`src/hw/rtl/rkc_ram.sv`:
```
// Generic single-port-write, single-port-read RAM with a registered read.
// Used for the coefficient store and the line store; no dependencies.
module rkc_ram #(
  parameter int WIDTH = 16,
  parameter int DEPTH = 32
) (
  input  logic                                     clk,
  input  logic                                     we,
  input  logic [((DEPTH > 1) ? $clog2(DEPTH) : 1)-1:0] waddr,
  input  logic [WIDTH-1:0]                         wdata,
  input  logic [((DEPTH > 1) ? $clog2(DEPTH) : 1)-1:0] raddr,
  output logic [WIDTH-1:0]                         rdata
);

  logic [WIDTH-1:0] mem [DEPTH];

  // Write port and registered read port.
  always_ff @(posedge clk) begin
    if (we) begin
      mem[waddr] <= wdata;
    end
    rdata <= mem[raddr];
  end

endmodule

```
`config.mk`:
```
export PLATFORM = sky130hd
export DESIGN_NAME = rkc_ram
export DESIGN_NICKNAME = d
export VERILOG_FILES = /design/src/hw/rtl/rkc_ram.sv
export SDC_FILE = /design/constraint.sdc
export NUM_CORES = 1
export LEC_CHECK = 0
export BUFFER_PORTS_ARGS = -buffer_cell sky130_fd_sc_hd__buf_2
export CELL_PAD_IN_SITES_DETAIL_PLACEMENT = 0
export CELL_PAD_IN_SITES_GLOBAL_PLACEMENT = 2
export CORE_MARGIN = 4
export CORE_UTILIZATION = 52
export DETAILED_ROUTE_END_ITERATION = 7
export GPL_TIMING_DRIVEN = 0
export HOLD_SLACK_MARGIN = 0.02
export PLACE_DENSITY = 0.89
export SLEW_MARGIN = 20
export SYNTH_ARGS = -nofsm -noshare
export SYNTH_HDL_FRONTEND = slang
export SYNTH_SLANG_ARGS = --single-unit
```
`constraint.sdc`:
```
create_clock -name clk -period 5.6 [get_ports clk]
set_input_delay 0.28 -clock clk [delete_from_list [all_inputs] [get_ports clk]]
set_output_delay 0.28 -clock clk [all_outputs]
set_load 0.05 [all_outputs]
```
==> metrics <==
outcome finished clean; final setup violating endpoints 0; sequential share of the synthesized area 76.4%; Syn Inst Count 1143; Setup WS post-layout 3680 ps; die area 0.0427 sq mm; maximum clock rate 0.521 GHz; buffers and inverters on the worst path 2; Hold Path Depth 3; vias post-DR 10500; CTS tree built; fin crit share 34.3%; H-tree levels 2; Core Area 0.0388 sq mm; Slew HR 34.9%; CP Capture Type flop; Clock Skew 11.8 ps; synth unique cells 26; CTS Buf Count 50; Clock transition at path regs 60 ps; hold-fix buffers at CTS 0; WL final 46700 um; Clock Tree Buf Depth 3; Antenna diodes 0; Pwr Density 353 mW/mm^2; Worst EP arrival 2100 ps; Max FO, Critical Path 16; Slew @ Worst Pin 976 ps; Fin. Hold Viols 0; critical path's top delay family simple AND/OR/NAND/NOR gates; clk root buf clkbuf_16; Port Buffers 40; GRT Overall Usage 21.8%; Worst R2R Path Depth 5; vias per cell 5.81; Leak 8.18 nW; worst skew pair latency 570 ps; slowest stage delay, CP 850 ps; fin cells 1809; Placed Instances 1720; global-route wire length before repair 67200 um; layout cell share with drive strength beyond 1 16.9%; Hold Path End rdata[0]$_DFF_P_; Max rail drop VDD 297 uV; unrepaired setup endpoints after global routing no; Final Critical Period 1920 ps; r2r endpoint rdata[10]$_DFF_P_; GPL Wtd Cong 0.810; TritonCTS Sinks 528; drt pass-1 iters 7; Resized Gates After CTS 0; antenna-violating nets left 0; Yosys reg bits 528; max_cap viols 0; routed len/inst 25.8 um; utilization after layout 60.0%; number of global-route vias before repair 10400; Syn Std Cell Area 0.0205 sq mm; synthesized area per cell 18.0 sq um; final slew viol count 0; worst hold slack 189 ps; CP max stage cell nor2_2; Area growth syn-to-layout 13.5%; Setup crit start kind primary input; Req. time, crit path 5780 ps; reg2reg setup slack 3950 ps; Die H 207 um; Congestion Overflow GR 0; sequence of cells on the critical path buf_2, or3b_2, clkbuf_1, nor2_2; drt drc 0; std cell rows 72; syn_nets 1171; post-place setup slack 3120 ps; Setup Buffers After CTS 0; NumNets Final 1282; class of the worst hold path primary input to flop; I/O pin count 44; initial antenna violation count 0; pin count of the biggest net entering global routing 33; Ys Warns 0; HPWL after DPL 30500 um; setup TNS 0 ps; Worst R2R Start mem[1][10]$_DFFE_PP_; Die Wd 207 um; iteration-0 DRC count of the detailed router 914; Starting Density 52.9%; Worst Setup Path Type primary input to flop; hold_sp raddr[3]
==> metal layers <==
layer	global-route usage (%)	routed length [um]	vias to the layer above
li1	-	-	4780
met1	30.6	19500	5289
met2	35.1	22200	374
met3	4.61	3690	70
met4	6.40	1290	0
met5	0	0	-
==> state kept, by name, summed over array words and instances, names as in the netlist <==
name   cells
mem      512
rdata     16
==> layout make-up <==
cell class / instances / area [sq um]
multi-input cells: 548 / 4380
flip-flops and latches: 528 / 15700
clock inverters: 23 / 262
fillers: 2846 / 15500
repair buffers: 59 / 452
well taps: 518 / 648
clock buffers: 66 / 1330
plain buffers: 67 / 541
==> cells in the final DEF (no fill, tap or decap), drive strengths merged <==
cell type and instances:
a21oi 32, a22o 32, a22oi 64, a31oi 16
and2 1, buf 114, bufinv 6, clkbuf 78
clkinv 16, dfxtp 16, edfxtp 512, inv 1
mux2i 256, nand2 33, nand2b 2, nand3 34
nand3b 5, nand4 16, nor2 34, nor2b 2
nor3 16, or2 1, or3 1, or3b 3
==> through the flow <==
step	total power, mW	instance area [sq um]
after CTS	8.27	23300
after detailed placement	5.01	21700
after global routing	8.48	23300
after floorplan	4.79	20500
after global placement	4.99	21400
final	8.22	23300
==> worst max path at each step <==
| stage | from | endpoint | slack (ps) | cells after the start |
|---|---|---|---|---|
| after global placement | waddr[1] | mem[20][8]$_DFFE_PP_ | 2630 | 4 |
| after detailed placement | waddr[1] | mem[12][14]$_DFFE_PP_ | 3120 | 4 |
| after CTS | waddr[1] | mem[12][0]$_DFFE_PP_ | 3710 | 4 |
| after global routing | waddr[0] | mem[14][5]$_DFFE_PP_ | 3660 | 3 |
| final | waddr[1] | mem[24][12]$_DFFE_PP_ | 3680 | 4 |
| after floorplan | waddr[1] | mem[12][0]$_DFFE_PP_ | 3580 | 3 |
==> cells in the mapped netlist <==
cell type	count	area, sq um
edfxtp_1	512	15400
mux2i_1	256	2560
a22oi_1	64	480
nand3_1	34	170
nand2_1	33	124
nor2_1	33	124
a21oi_1	32	160
a22o_1	32	280
buf_2	19	95.1
buf_4	19	143
a31oi_1	16	100
dfxtp_1	16	320
nand4_1	16	100
nor3_1	16	80.1
clkbuf_1	12	45.0
buf_6	6	67.6
buf_8	6	90.1
buf_12	5	100
nand3b_1	5	37.5
or3b_2	3	26.3
nand2b_1	2	12.5
nor2b_1	2	12.5
and2_1	1	6.26
nor2_4	1	11.3
or2_1	1	6.26
or3_1	1	6.26
==> power breakdown <==
part / internal [mW] / total, mW / leakage [nW] / switching (mW)
clock: 1.94 / 3.30 / 0.784 / 1.36
sequential: 4.39 / 4.41 / 4.75 / 0.0137
combinational: 0.156 / 0.516 / 2.64 / 0.360
total: 6.49 / 8.22 / 8.18 / 1.73
==> tightest hold or removal path, delay by kind of cell <==
family,cells,cell delay [ps]
buffers and inverters,1,140
AND/OR/NAND/NOR,2,270
==> kinds of logic after synthesis <==
group | after synthesis | share of synthesized area [%]
buf+inv | 67 | 2.63
flops | 528 | 76.4
compound gates | 144 | 4.97
simple gates | 148 | 3.49
mux | 256 | 12.5
(Power assumes the default switching activity.)
