===== config.mk =====
export PLATFORM = sky130hd
export DESIGN_NAME = rkc_div
export DESIGN_NICKNAME = d
export VERILOG_FILES = /design/src/hw/rtl/rkc_pkg.sv /design/src/hw/rtl/rkc_div.sv
export SDC_FILE = /design/constraint.sdc
export NUM_CORES = 1
export LEC_CHECK = 0
export BUFFER_PORTS_ARGS = -buffer_cell sky130_fd_sc_hd__buf_2
export CORE_ASPECT_RATIO = 2
export CORE_UTILIZATION = 62
export DETAILED_ROUTE_END_ITERATION = 6
export HOLD_SLACK_MARGIN = 0.05
export PLACE_DENSITY = 0.82
export SYNTH_ARGS = -nofsm -noshare
export SYNTH_HDL_FRONTEND = slang
export SYNTH_SLANG_ARGS = --single-unit

===== constraint.sdc =====
create_clock -name clk -period 5.8 [get_ports clk]
set_input_delay 0.29 -clock clk [delete_from_list [all_inputs] [get_ports clk]]
set_output_delay 0.29 -clock clk [all_outputs]
set_load 0.02 [all_outputs]

===== src/hw/rtl/rkc_pkg.sv =====
// Shared types and constants for the RGB kernel convolution core.
// Holds register indexes, reset values, size limits and the sequencer state type.
// Also the input function codes and the divide response type; no dependencies.
package rkc_pkg;

  // Default sizes handed to the top level parameters.
  localparam int MAX_WIDTH_DEF = 1024;
  localparam int KMAX_DEF      = 5;

  // Frame height limit and counter widths that follow from it.
  localparam int HEIGHT_LIMIT = 4096;
  localparam int HW           = 13;
  localparam int RW           = 12;

  // Configuration register indexes (byte address is four times the index).
  localparam logic [2:0] REG_WIDTH   = 3'd0;
  localparam logic [2:0] REG_HEIGHT  = 3'd1;
  localparam logic [2:0] REG_KCOLS   = 3'd2;
  localparam logic [2:0] REG_KROWS   = 3'd3;
  localparam logic [2:0] REG_OFFSET  = 3'd4;
  localparam logic [2:0] REG_DIVISOR = 3'd5;

  // Register reset values.
  localparam logic [10:0] WIDTH_RST   = 11'd1024;
  localparam logic [12:0] HEIGHT_RST  = 13'd1024;
  localparam logic [2:0]  KSIZE_RST   = 3'd3;
  localparam logic [10:0] OFFSET_RST  = 11'd0;
  localparam logic [15:0] DIVISOR_RST = 16'd256;

  // Input function codes.
  localparam logic FUNC_COEF  = 1'b0;
  localparam logic FUNC_PIXEL = 1'b1;

  // Sequencer states.
  typedef enum logic [9:0] {
    ST_IDLE  = 10'b0000000001,
    ST_ROW0  = 10'b0000000010,
    ST_ROW1  = 10'b0000000100,
    ST_ROW2  = 10'b0000001000,
    ST_ROW3  = 10'b0000010000,
    ST_TAP   = 10'b0000100000,
    ST_DRAIN = 10'b0001000000,
    ST_DIVST = 10'b0010000000,
    ST_DIVW  = 10'b0100000000,
    ST_PUSH  = 10'b1000000000
  } seq_state_t;

  // Response from the divide unit to the sequencer.
  typedef struct packed {
    logic       done;
    logic [7:0] value;
  } div_rsp_t;

endpackage


===== src/hw/rtl/rkc_div.sv =====
// Floor divide of a signed kernel sum, then offset add and clamp to 0..255.
// One quotient bit per cycle; depends on rkc_pkg for the response struct.
module rkc_div #(
  parameter int AW = 30
) (
  input  logic                 clk,
  input  logic                 rst_n,
  input  logic                 start,
  input  logic signed [AW-1:0] dividend,
  input  logic [15:0]          divisor,
  input  logic signed [10:0]   offset,
  output rkc_pkg::div_rsp_t    rsp
);

  localparam int CNW = $clog2(AW + 1);

  logic              busy_r, busy_nxt;
  logic [CNW-1:0]    cnt_r, cnt_nxt;
  logic [AW-1:0]     mag_r, mag_nxt;
  logic [15:0]       rem_r, rem_nxt;
  logic [15:0]       d_r, d_nxt;
  logic              neg_r, neg_nxt;
  logic signed [10:0] off_r, off_nxt;
  logic              done_r, done_nxt;
  logic [7:0]        val_r, val_nxt;

  logic [16:0]            rem_sh;
  logic                   ge;
  logic signed [AW:0]     qpos;
  logic signed [AW:0]     qfl;
  logic signed [AW+1:0]   qo;

  // One restoring step, and the signed floor with offset and clamp.
  always_comb begin
    rem_sh = {rem_r, mag_r[AW-1]};
    ge     = (rem_sh >= {1'b0, d_r});
    qpos   = $signed({1'b0, mag_r});
    if (neg_r) begin
      qfl = -qpos - $signed({{AW{1'b0}}, (rem_r != 16'd0)});
    end else begin
      qfl = qpos;
    end
    qo = $signed({qfl[AW], qfl}) + $signed({{(AW + 2 - 11){off_r[10]}}, off_r});
  end

  // Divider sequencing.
  always_comb begin
    busy_nxt = busy_r;
    cnt_nxt  = cnt_r;
    mag_nxt  = mag_r;
    rem_nxt  = rem_r;
    d_nxt    = d_r;
    neg_nxt  = neg_r;
    off_nxt  = off_r;
    done_nxt = 1'b0;
    val_nxt  = val_r;
    if (start) begin
      busy_nxt = 1'b1;
      cnt_nxt  = '0;
      neg_nxt  = dividend[AW-1];
      mag_nxt  = dividend[AW-1] ? AW'(-dividend) : AW'(dividend);
      rem_nxt  = '0;
      d_nxt    = divisor;
      off_nxt  = offset;
    end else if (busy_r) begin
      if (cnt_r == CNW'(AW)) begin
        busy_nxt = 1'b0;
        done_nxt = 1'b1;
        if (qo < 0) begin
          val_nxt = 8'd0;
        end else if (qo > 255) begin
          val_nxt = 8'd255;
        end else begin
          val_nxt = qo[7:0];
        end
      end else begin
        cnt_nxt = cnt_r + 1'b1;
        mag_nxt = {mag_r[AW-2:0], ge};
        rem_nxt = ge ? 16'(rem_sh - {1'b0, d_r}) : rem_sh[15:0];
      end
    end
  end

  always_ff @(posedge clk) begin
    if (!rst_n) begin
      busy_r <= 1'b0;
      done_r <= 1'b0;
      cnt_r  <= '0;
    end else begin
      busy_r <= busy_nxt;
      done_r <= done_nxt;
      cnt_r  <= cnt_nxt;
    end
    mag_r <= mag_nxt;
    rem_r <= rem_nxt;
    d_r   <= d_nxt;
    neg_r <= neg_nxt;
    off_r <= off_nxt;
    val_r <= val_nxt;
  end

  assign rsp.done  = done_r;
  assign rsp.value = val_r;

endmodule


==> results of run 1 <==
-- cell usage after synthesis (all sizes together) (9+ instances only) --
cell,number,area [sq um]
nand2b,12,75.07
nand2,78,295.3
nand4,18,112.6
a21oi,91,455.4
dfxtp,23,460.4
nor4,15,121.4
mux2i,19,190.2
ha,83,1039
nor3,13,65.06
or3,9,66.31
a31oi,19,118.9
inv,79,296.5
xor2,34,297.8
o31ai,9,81.33
edfxtp,66,1982
nor2b,10,62.56
nand3,15,75.07
nor2,80,300.3
clkbuf,18,68.81
o21ai,89,449.2
and3,12,82.57
o21bai,9,67.56
o21a,13,97.59
a21o,27,202.7
a211oi,10,80.07
xnor2,41,359.1
-- worst paths after layout --
check	slack, ns	cells past startpoint	start	end
setup / recovery	0.1	30	rem_r[4]	val_r[3]
hold reg to reg	0.52	2	rem_r[13]	rem_r[13]
hold / removal	0.11	1	divisor[3]	d_r[3]
setup reg to reg	0.1	30	rem_r[4]	val_r[3]
-- worst max-delay path, delay by kind of cell, from the launching register on --
kind | cells | cell delay, ns
XOR/XNOR | 1 | 0.16
AND/OR/NAND/NOR | 7 | 1.42
AO/OA/AOI/OAI | 11 | 1.80
flip-flops | 1 | 0.34
adder cells (fa/ha/maj) | 4 | 0.83
multiplexers | 1 | 0.11
buffers and inverters | 6 | 0.80
-- stage by stage --
stage	power [mW]	instance area, sq um	setup TNS, ns
finish	2.944	9703	0
global route	3.126	9703	-1.393
CTS	2.870	9517	0
detailed placement	2.275	9193	-1.689
global placement	2.239	9193	-1.079
floorplan	1.838	8319	0
-- flip-flops by register name, indices dropped and copies added (netlist names) --
register	cells
busy_r	1
rem_r	16
done_r	1
cnt_r	5
mag_r	30
d_r	16
neg_r	1
off_r	11
val_r	8
-- timing repair --
item / CTS / global route
setup buffers: 0 / 2
pin swaps: 2 / 30
endpoints found under the setup margin: 8 / 8
resized for setup: 6 / 35
-- cell type report --
type,instances,area (sq um),share of cell area [%]
clock buffer,9,225.2,2.321
clock inverter,7,70.07,0.7221
inverter,80,300.3,3.095
multi-input combinational,797,5663,58.36
sequential,89,2445,25.20
tap,152,190.2,1.960
timing repair buffer,130,809.5,8.343
-- kinds of logic (layout without fill, tap and decap cells) --
kind of cell | Yosys count | count (layout)
adder cells (fa/ha/maj) | 85 | 85
XOR/XNOR | 75 | 75
multiplexers | 23 | 23
flip-flops | 89 | 89
AND/OR/NAND/NOR | 293 | 293
AO/OA/AOI/OAI | 321 | 321
buffers and inverters | 105 | 226
-- power by group through the flow --
stage               Combinational (mW)  Clock [mW]  Sequential, mW
floorplan                         1.06           0           0.775
global placement                  1.46           0           0.783
detailed placement                1.49           0           0.786
CTS                               1.51       0.591           0.771
global route                      1.74       0.613           0.777
finish                            1.59       0.585           0.772
-- per-layer routing --
| layer | up-vias | global-route usage [%] | share of wire, % |
|---|---|---|---|
| met4 | 0 | 18.82 | 6.1 |
| met3 | 93 | 3.877 | 3.3 |
| li1 | 3891 | - | - |
| met2 | 247 | 61.33 | 56 |
| met5 | - | 0 | 0 |
| met1 | 3787 | 29.31 | 34 |
==> impl_metrics.ini, run 1 <==
[run_status]
status = finished, violations left
violations = DRC

[global_routing]
grt_max_degree = 91
grt_pass1_vias = 7743
grt_usage_pct = 31.05
gr-total-overflow = 0
grt_antenna_before_repair = 0
grt_first_pass_wirelength_um = 34710

[cts]
ctsRootBufferMaster = clkbuf_16
clock_latency_ns = 0.35
cts.clk_slew.worst_paths_ns = 0.08
ctsHoldBuffers = 0
cts_buffers = 9
clock-sinks = 89
htreeDepth = 3
cts_tree = yes
ctsLongestPathBuffers = 2

[detailed_routing]
drc_errors = 3
routed_wl_um = 22030
drtIter0Drc = 501
vias_per_cell = 6.343
dr.pass1.iters = 7
vias = 8018
wl_per_cell_um = 17.43
ant_nets = 0

[logic_synthesis]
synth_warnings = 0
syn-instance-count = 991
synthesis.nets = 1136
synthesis.area_sq_mm = 0.008319
ys_seq_area_share_pct = 29.36
syn_area_per_cell_sq_um = 8.395
synthArstFlopShare_pct = 0
synth_compound_area_share_pct = 24.12
synth-edff-count = 66
synthAdderAreaFrac_pct = 12.96
synth.distinct_cells = 77
synthSimpleGateAreaFrac_pct = 17.93
ys.flop_type = edfxtp_1
synth_top_family_by_area = compound AO/OA/AOI/OAI gates
synthMuxAreaShare_pct = 2.827
synth_seq_cells = 89
synth_xor_xnor_area_share_pct = 7.896

[finish]
diodes = 0
layout.cells.non_filler = 1264
drive_gt1_share_pct = 17.90
area_growth_pct = 16.63
final_util_pct = 74.26
n_fill_cell = 995
mostFrequentLayoutCells = 87 x a21oi_1, 84 x o21ai_0, 79 x nor2_1, 79 x ha_1, 78 x inv_1
nets = 1252
final_common_cell = a21oi_1

[timing]
skew_ns = 0.01250
setup_viol_count_final = 0
fin_crit_sh_pct = 98.29
worst_slew_pin_slew_ns = 1.188
relSlewSlack_pct = 20.81
slew_violations = 0
layout_setup_ws_ns = 0.09921
min_period_ns = 5.701
max_freq_mhz = 175.4
fin_hold_ws_ns = 0.1079
hold_violations = 0
rsz0062_at_grt = true

[worst_setup_path]
crit_path_start_kind = flip-flop
crit_path_max_fanout = 8
crit_type = flip-flop to flip-flop
end_kind = flip-flop
max_stage_delay_ns = 0.38
cp.arrival_ns = 5.80
required_ns = 5.90
cpMostUsedCell = buf_4
crit_slowest_cell = ha_2

[die]
die_w_um = 83.91
start_util_pct = 63.67
num_io_pins = 69
die_h_um = 165.8
dieArea_sq_mm = 0.01391
coreArea_sq_mm = 0.01307
rows = 59

[power_and_ir_drop]
p_clk_share_pct = 19.9
comb_power_share_pct = 53.9
switching_share_pct = 41.22
p_switching_mw = 1.214
cellPowerDensity_mw_per_mm2 = 303.4
vdd_drop_max_uv = 188.7
leakage_nw = 4.177
p_seq_share_pct = 26.2
p_int_mw = 1.730

[placement]
hpwl_um = 16870
gp_congestion = 0.9301
place.port_buffers = 68
pre_cts_slack_ns = -0.2143
place_inst = 1246

[job]
drv_cap = 0

[min_path]
hp-class = input port to flip-flop
Power figures use the tool's default switching activity.
==> run 2: changes to the inputs <==
--- a/config.mk
+++ b/config.mk
@@ -5,12 +5,13 @@
 export SDC_FILE = /design/constraint.sdc
 export NUM_CORES = 1
 export LEC_CHECK = 0
+export ABC_AREA = 1
 export BUFFER_PORTS_ARGS = -buffer_cell sky130_fd_sc_hd__buf_2
 export CORE_ASPECT_RATIO = 2
-export CORE_UTILIZATION = 62
+export CORE_UTILIZATION = 63
 export DETAILED_ROUTE_END_ITERATION = 6
 export HOLD_SLACK_MARGIN = 0.05
-export PLACE_DENSITY = 0.82
+export PLACE_DENSITY = 0.83
 export SYNTH_ARGS = -nofsm -noshare
 export SYNTH_HDL_FRONTEND = slang
 export SYNTH_SLANG_ARGS = --single-unit
==> impl_metrics.ini, run 2 <==
[run_status]
status = finished clean

[placement]
pre_cts_slack_ns = 0.3026
place.port_buffers = 68
gp_congestion = 1.040
place_area_sq_mm = 0.01001
hpwl_um = 23260

[logic_synthesis]
synth_warnings = 0
synth_commonest_cells = 423 x nand2_1, 239 x inv_1, 119 x nor2_1, 95 x o21ai_0, 86 x nand3_1
ys_seq_area_share_pct = 25.84
synthArstFlopShare_pct = 0
synth.area.top_cells = edfxtp_1 21%, nand2_1 17%, ha_1 11%
ys.flop_type = edfxtp_1
synth.distinct_cells = 47
synth_top_area_share_pct = 20.97
syn_area_per_cell_sq_um = 6.501
synth_seq_cells = 89
synth_area_leader_cell = edfxtp_1
synth-edff-count = 66
syn-instance-count = 1454
synthesis.area_sq_mm = 0.009453
synthesis.nets = 1599
yosysMostFrequentCell = nand2_1

[timing]
rsz0062_at_grt = false
min_period_ns = 5.384
fin_hold_ws_ns = 0.1034
relSlewSlack_pct = 17.69
fin_crit_sh_pct = 92.83
hold_violations = 0
tns_ns = 0
worst_slew_pin_slew_ns = 1.225
skew_ns = 0.01042
layout_setup_ws_ns = 0.4157
max_freq_mhz = 185.7
slew_violations = 0
setup_viol_count_final = 0

[detailed_routing]
routed_wl_um = 28560
vias_per_cell = 5.677
ant_nets = 0
drtIter0Drc = 427
vias = 9764
drc_errors = 0
wl_per_cell_um = 16.61
dr.pass1.iters = 5

[worst_setup_path]
crit_slowest_cell = ha_1
cpMostUsedCell = nand2_1
required_ns = 5.92
crit_path_max_fanout = 8
crit_path_start_kind = flip-flop
worst-path-buf-inv = 4
regToRegSetupSlack_ns = 0.42
cp.arrival_ns = 5.50
max_stage_delay_ns = 0.51
end_kind = flip-flop
crit_family = simple AND/OR/NAND/NOR gates
crit_type = flip-flop to flip-flop

[finish]
final_area_sq_mm = 0.01032
regMostFlops = mag_r
largest_reg_flops = 30
nets = 1665
final_common_cell = nand2_1
diodes = 0
area_growth_pct = 9.226
drive_gt1_share_pct = 9.508
reg_top3 = mag_r: 30 flops, d_r: 16 flops, rem_r: 16 flops
mostFrequentLayoutCells = 423 x nand2_1, 239 x inv_1, 119 x nor2_1, 95 x o21ai_0, 86 x nand3_1

[global_routing]
gr-total-overflow = 0
grt_first_pass_wirelength_um = 44150
grt_usage_pct = 38.19
grt_antenna_before_repair = 0
grt_max_degree = 48
grt_pass1_vias = 9696

[die]
dieArea_sq_mm = 0.01553
die_w_um = 88.62
rows = 63
num_io_pins = 69
die_h_um = 175.2
start_util_pct = 64.13
coreArea_sq_mm = 0.01474

[job]
drv_cap = 0

[power_and_ir_drop]
leakage_nw = 5.242
cellPowerDensity_mw_per_mm2 = 296.0
vdd_drop_max_uv = 236.8

[cts]
cts_tree = yes
ctsLongestPathBuffers = 2
clock_latency_ns = 0.36
clock-sinks = 89
cts_buffers = 9
cts.clk_slew.worst_paths_ns = 0.07
ctsRootBufferMaster = clkbuf_16
htreeDepth = 3

[min_path]
hp-class = input port to flip-flop
## run 2: cell count changes after synthesis, moves of 12 or more
| cell | change |
|---|---|
| xnor2_1 | -16 |
| a21oi_1 | -25 |
| a21o_1 | -19 |
| or2_2 | +12 |
| nand3_1 | +71 |
| inv_1 | +160 |
| mux2i_1 | -19 |
| nand2_1 | +346 |
| nor2_1 | +39 |
| nand2b_1 | -12 |
## run 2: per-stage QoR
step                utilization [%]  total power, mW  std cells
finish                        70.05            3.056       1720
global route                  70.05            3.272       1720
CTS                           69.94            2.998       1720
detailed placement            67.91            2.392       1704
global placement              67.91            2.375       1704
floorplan                         -            1.949       1454
## run 2: area by class of cell
type | count | area, sq um
multi-input combinational | 1100 | 6022
inverter | 244 | 915.9
timing repair buffer | 76 | 400.4
sequential | 89 | 2442
clock inverter | 7 | 75.07
tap | 195 | 244.0
fill | 1363 | 4415
clock buffer | 9 | 225.2
## run 2: cell families (layout without fill, tap and decap cells)
family | after synthesis | count (layout) | share of synthesized area, %
adder cells (fa/ha/maj) | 85 | 85 | 11.41
AO/OA/AOI/OAI | 229 | 229 | 13.59
AND/OR/NAND/NOR | 728 | 728 | 33.12
flip-flops | 89 | 89 | 25.84
buffers and inverters | 265 | 336 | 10.67
XOR/XNOR | 58 | 58 | 5.374
## run 2: power breakdown
group,internal [mW],switching (mW),total (mW)
sequential,0.744,0.0361,0.780
combinational,0.546,1.12,1.67
clock,0.338,0.267,0.605
total,1.63,1.43,3.06
## run 2: what timing repair did
item | in CTS | in global routing
buffers inserted | 0 | 0
setup endpoints to repair | 0 | 8
hold buffers | 0 | 0
resized for setup | 0 | 3
## run 2: path summary, 6_finish.rpt
path	startpoint	end	cells after the start
setup reg to reg	rem_r[10]	val_r[4]	31
hold / removal	divisor[15]	d_r[15]	1
setup / recovery	rem_r[10]	val_r[4]	31
hold reg to reg	rem_r[11]	rem_r[11]	2
## run 2: worst reg2reg max path, delay by kind of cell (launching register included)
kind	cells	cell delay (ns)
AO/OA/AOI/OAI	2	0.45
AND/OR/NAND/NOR	22	2.97
adder cells (fa/ha/maj)	3	0.95
flip-flops	1	0.34
buffers and inverters	4	0.44
## run 2: per-layer routing
metal  vias to the layer above  global-route usage (%)  routed length (um)
met2                       324                   71.09               15260
met5                         -                       0                   0
met4                         0                   38.37                3139
li1                       4874                       -                   -
met1                      4417                   30.00                8795
met3                       149                   7.605                1363
